[src/stp_pkg.sv]
// Shared types and constants of the sorted timer service.
package stp_pkg;

   localparam int SLOTS  = 32;
   localparam int SLOT_W = $clog2(SLOTS);
   localparam int NOW_W  = 48;
   localparam int SEQ_W  = 32;
   localparam int IVL_W  = 32;
   localparam int NUM_W  = 31;
   localparam int TICK_W = 10;
   localparam logic [TICK_W-1:0] TICK_MIN = TICK_W'(10);

   typedef enum logic [2:0] {
      MODE_CREATE  = 3'd0,
      MODE_DELETE  = 3'd1,
      MODE_START   = 3'd2,
      MODE_STOP    = 3'd3,
      MODE_RESTART = 3'd4,
      MODE_UPDATE  = 3'd5,
      MODE_READ    = 3'd6,
      MODE_TICK    = 3'd7
   } mode_type;

   typedef enum logic [1:0] {
      ST_OK        = 2'd0,
      ST_BAD_STATE = 2'd1,
      ST_NO_SLOT   = 2'd2,
      ST_BAD_HANDLE = 2'd3
   } status_type;

   typedef enum logic [1:0] {
      COND_FREE   = 2'd0,
      COND_IDLE   = 2'd1,
      COND_ACTIVE = 2'd2
   } cond_type;

   typedef struct packed {
      logic             rep;
      logic             ctx;
      logic [IVL_W-1:0] interval;
      logic [NOW_W-1:0] deadline;
      logic [SEQ_W-1:0] seq;
   } rec_type;

endpackage

[src/stp_div.sv]
// Bit-serial restoring divider for the timer interval in ticks.
module stp_div (
   input  logic                          clock,
   input  logic                          reset,
   input  logic                          start,
   input  logic [stp_pkg::NUM_W-1:0]     num,
   input  logic [stp_pkg::TICK_W-1:0]    den,
   output logic                          busy,
   output logic [stp_pkg::NUM_W-1:0]     quot
);

   logic [stp_pkg::TICK_W-1:0] rem_ff, rem_in;
   logic [stp_pkg::NUM_W-1:0]  quo_ff, quo_in;
   logic [stp_pkg::TICK_W-1:0] den_ff, den_in;
   logic [$clog2(stp_pkg::NUM_W+1)-1:0] cnt_ff, cnt_in;
   logic [stp_pkg::TICK_W:0]   trial;

   assign busy = (cnt_ff != '0);
   assign quot = quo_ff;
   assign trial = {rem_ff, quo_ff[stp_pkg::NUM_W-1]};

   always_comb begin
      rem_in = rem_ff;
      quo_in = quo_ff;
      den_in = den_ff;
      cnt_in = cnt_ff;
      if (start) begin
         rem_in = '0;
         quo_in = num;
         den_in = den;
         cnt_in = ($clog2(stp_pkg::NUM_W+1))'(stp_pkg::NUM_W);
      end else if (busy) begin
         if (trial >= {1'b0, den_ff}) begin
            rem_in = stp_pkg::TICK_W'(trial - {1'b0, den_ff});
            quo_in = {quo_ff[stp_pkg::NUM_W-2:0], 1'b1};
         end else begin
            rem_in = trial[stp_pkg::TICK_W-1:0];
            quo_in = {quo_ff[stp_pkg::NUM_W-2:0], 1'b0};
         end
         cnt_in = cnt_ff - 1'b1;
      end
   end

   always_ff @(posedge clock) begin
      if (reset) begin
         cnt_ff <= '0;
      end else begin
         cnt_ff <= cnt_in;
      end
      rem_ff <= rem_in;
      quo_ff <= quo_in;
      den_ff <= den_in;
   end

endmodule
[config.mk]
export PLATFORM = sky130hd
export DESIGN_NAME = stp_div
export DESIGN_NICKNAME = d
export VERILOG_FILES = /design/src/stp_pkg.sv /design/src/stp_div.sv
export SDC_FILE = /design/constraint.sdc
export NUM_CORES = 1
export LEC_CHECK = 0
export BUFFER_PORTS_ARGS = -buffer_cell sky130_fd_sc_hd__buf_2
export CORE_MARGIN = 2
export CORE_UTILIZATION = 35
export CTS_CLUSTER_DIAMETER = 150
export DETAILED_ROUTE_END_ITERATION = 6
export SYNTH_ARGS = -nofsm -noshare
export SYNTH_HDL_FRONTEND = slang
export SYNTH_SLANG_ARGS = --single-unit
[constraint.sdc]
create_clock -name clock -period 2.64 [get_ports clock]
set_input_delay 0.792 -clock clock [delete_from_list [all_inputs] [get_ports clock]]
set_output_delay 0.792 -clock clock [all_outputs]
set_load 0.05 [all_outputs]
==> run_results.csv <==
group,metric,value,unit
yosys,yosys.area_share.xor_xnor,1.21,%
routing,wire_per_inst,14.2,um
layout,final_nets,374,
setup_path,crit_fanout,9,
status,outcome,"finished clean",
setup_path,ff2ff_setup_slack,0.18,ns
setup_path,crit_start,"den_ff[1]",
routing,drtIter0Drc,112,
yosys,syn-instance-count,239,
timing,hold_viol_final,0,
flow_run,cap_violations,0,
routing,ant_nets,0,
floorplan,start_util,35.7,%
grt,antenna_found_initial,0,
yosys,yosys_warnings,0,
grt,first_global_vias,2121,
cts,postCtsSetupRepairBufs,0,
timing,timing.final.ws_setup,0.184,ns
cts,cts_hold_buffers,0,
yosys,netlist_top_cells_area,"edfxtp_1, mux2_2, dfxtp_1, ha_1, nor2_1",
yosys,syn-cell-area,2910,um^2
layout,area_growth,20.3,%
floorplan,fp.dieH,95.1,um
floorplan,top_level_ports,76,
place,place_hpwl,4320,um
cts,cts_resized,0,
cts,cts_sinks,56,
grt,grt_pass1_wl,9800,um
yosys,synthMuxAreaShare,13.7,%
setup_path,timing.rr.end,"rem_ff[0]",
layout,diodes,0,
yosys,synth-edff-count,41,
setup_path,endpoint_kind,"register",
timing,period_share,93.0,%
floorplan,std_cell_rows,33,
timing,fmaxAchievable,0.407,GHz
cts,clock_latency,0.32,ns
setup_path,path_class,"reg2reg",
layout,drive_gt1_share,39.6,%
worst_hold_path,min_path_type,"reg2reg",
timing,final_max_slew_viol_count,0,
cts,clock-root-buffer,"clkbuf_8",
timing,setup_violations,0,
layout,fillers,778,
cts,cts.clk_slew.worst_paths,0.11,ns
power_and_ir_drop,p_leak,1.50,nW
power_and_ir_drop,power-per-cell-area,789,nW/um^2
routing,drc_errors,0,
yosys,yosysTopAreaCell,"edfxtp_1",
timing,grt_setup_unrepaired,"no",
grt,grt_max_degree,32,
cts,numCtsBuffers,5,
routing,drtPass1Iterations,4,
yosys,synth_top_flop_cell,"edfxtp_1",
place,place.gp.congestion,0.840,
floorplan,die_w,95.1,um
yosys,synth_compound_area_share,11.3,%
timing,maxSlewHeadroom,48.5,%
floorplan,coreArea,8130,um^2
timing,fin_tns_setup,0,ns
yosys,synth-async-reset-ratio,0,%
yosys,synth_top_area_share,42.4,%
setup_path,reg2regPathDepth,8,
routing,vias,2079,
setup_path,arrival,2.68,ns
yosys,synth-simple-area-share,10.8,%
cts,cts_max_path_buffers,2,
grt,track_usage,14.0,%
setup_path,reg2reg_from,"den_ff[1]",
timing,period_needed,2.46,ns
cts,cts.htree.levels,2,
grt,overflow,0,
setup_path,cp.required,2.86,ns
power_and_ir_drop,ir_worst_vdd,289,uV
setup_path,crit_slowest_cell,"mux2_2",
setup_path,cpPeakStageDelay,0.39,ns
yosys,synth_top_family_by_area,"multiplexers",
yosys,synth_cell_type_count,50,
yosys,synthAdderAreaFrac,5.85,%
yosys,avgSynthCellArea,12.2,um^2
timing,tightest_slew,0.773,ns
yosys,synth-seq-cells,56,
floorplan,die_area,9050,um^2
setup_path,cp-start-kind,"register",
yosys,ys_seq_area_share,52.7,%
setup_path,crit_end,"rem_ff[0]",
setup_path,crit_chain,"inv_1, ha_1, and2b_2, o31ai_4, a31oi_2, o21ai_4, mux2_2, a211oi_1",
place,dp_slack,0.103,ns
routing,vias_per_cell,4.91,
timing,finalClockSkew,0.0126,ns
cts,cts_tree,"done",
yosys,syn_nets,296,
routing,finalWirelength,6000,um
place,port_buffers,75,
[cells by family after synthesis]
group,count (synthesis)
AO/OA/AOI/OAI,43
XOR/XNOR,4
adder cells (fa/ha/maj),13
buffers and inverters,24
flip-flops,56
multiplexers,36
AND/OR/NAND/NOR,63
[worst min-delay path by stage]
stage | start | endpoint | slack [ns] | depth (start not counted)
finish | rem_ff[4] | rem_ff[5] | 0.51 | 2
global placement | rem_ff[7] | rem_ff[8] | 0.49 | 2
CTS | rem_ff[4] | rem_ff[5] | 0.51 | 2
detailed placement | rem_ff[7] | rem_ff[8] | 0.50 | 2
floorplan | rem_ff[7] | rem_ff[8] | 0.47 | 2
global route | rem_ff[4] | rem_ff[5] | 0.54 | 2
[synth_stat cells, drive strengths merged (4+ instances only)]
| cell type | number |
|---|---|
| nor3 | 9 |
| ha | 12 |
| a211oi | 7 |
| edfxtp | 41 |
| buf | 5 |
| mux2i | 5 |
| nand2 | 11 |
| mux2 | 31 |
| a311oi | 5 |
| clkbuf | 4 |
| dfxtp | 15 |
| nor2 | 25 |
| o21ai | 7 |
| a21oi | 7 |
| inv | 15 |
[worst max-delay path, delay by kind of cell (launching register included)]
kind,cells,cell delay [ns]
flip-flops,1,0.38
AND/OR/NAND/NOR,1,0.23
adder cells (fa/ha/maj),1,0.24
AO/OA/AOI/OAI,4,1.02
multiplexers,1,0.39
buffers and inverters,1,0.10
[cell usage in the layout (no fill, tap or decap), types with 6 or more instances in the layout]
cell type	instances
o21ai_0	6
nor2_1	25
edfxtp_1	41
nand2_1	11
a21oi_1	6
dfxtp_1	15
buf_2	75
mux2_2	31
ha_1	12
inv_1	15
nor3_1	9
a211oi_1	7
[per-stage QoR]
stage	util, %	instances	power (W)	hold slack (ns)	area, um^2
after floorplan	-	239	0.00196	0.470	2910
after global placement	41.5	415	0.00217	0.489	3380
after detailed placement	41.5	415	0.00218	0.498	3380
after CTS	42.9	423	0.00277	0.513	3490
after global routing	43.0	423	0.00291	0.536	3500
final	43.0	423	0.00276	0.513	3500
[layout make-up]
type                       instances  area (um^2)  area share [%]
clock buffer                       6         72.6            2.08
clock inverter                     2         38.8            1.11
multi-input combinational        159         1250            35.8
tap                              105          131            3.76
inverter                          15         56.3            1.61
timing repair buffer              80          413            11.8
sequential                        56         1530            43.8
[sequential cells by signal (all words and copies together), names as in the netlist]
signal and cells:
quot 31, den_ff 10, rem_ff 10, cnt_ff 5
[layer usage]
metal  vias up  GRT usage, %  part of all wire, %
met5         -             0                    0
met4         0          4.11                  1.4
met3         7          4.98                  6.5
met2        51          22.5                   47
met1       976          17.7                   46
li1       1045             -                    -
[where the power goes]
part,total [W],switching [W],internal [W],leakage [nW]
Sequential,0.00117,0.0000779,0.00109,0.549
Combinational,0.00101,0.000634,0.000372,0.891
Clock,0.000585,0.000297,0.000288,0.0558
No activity file was read; power rests on OpenSTA's default activity.
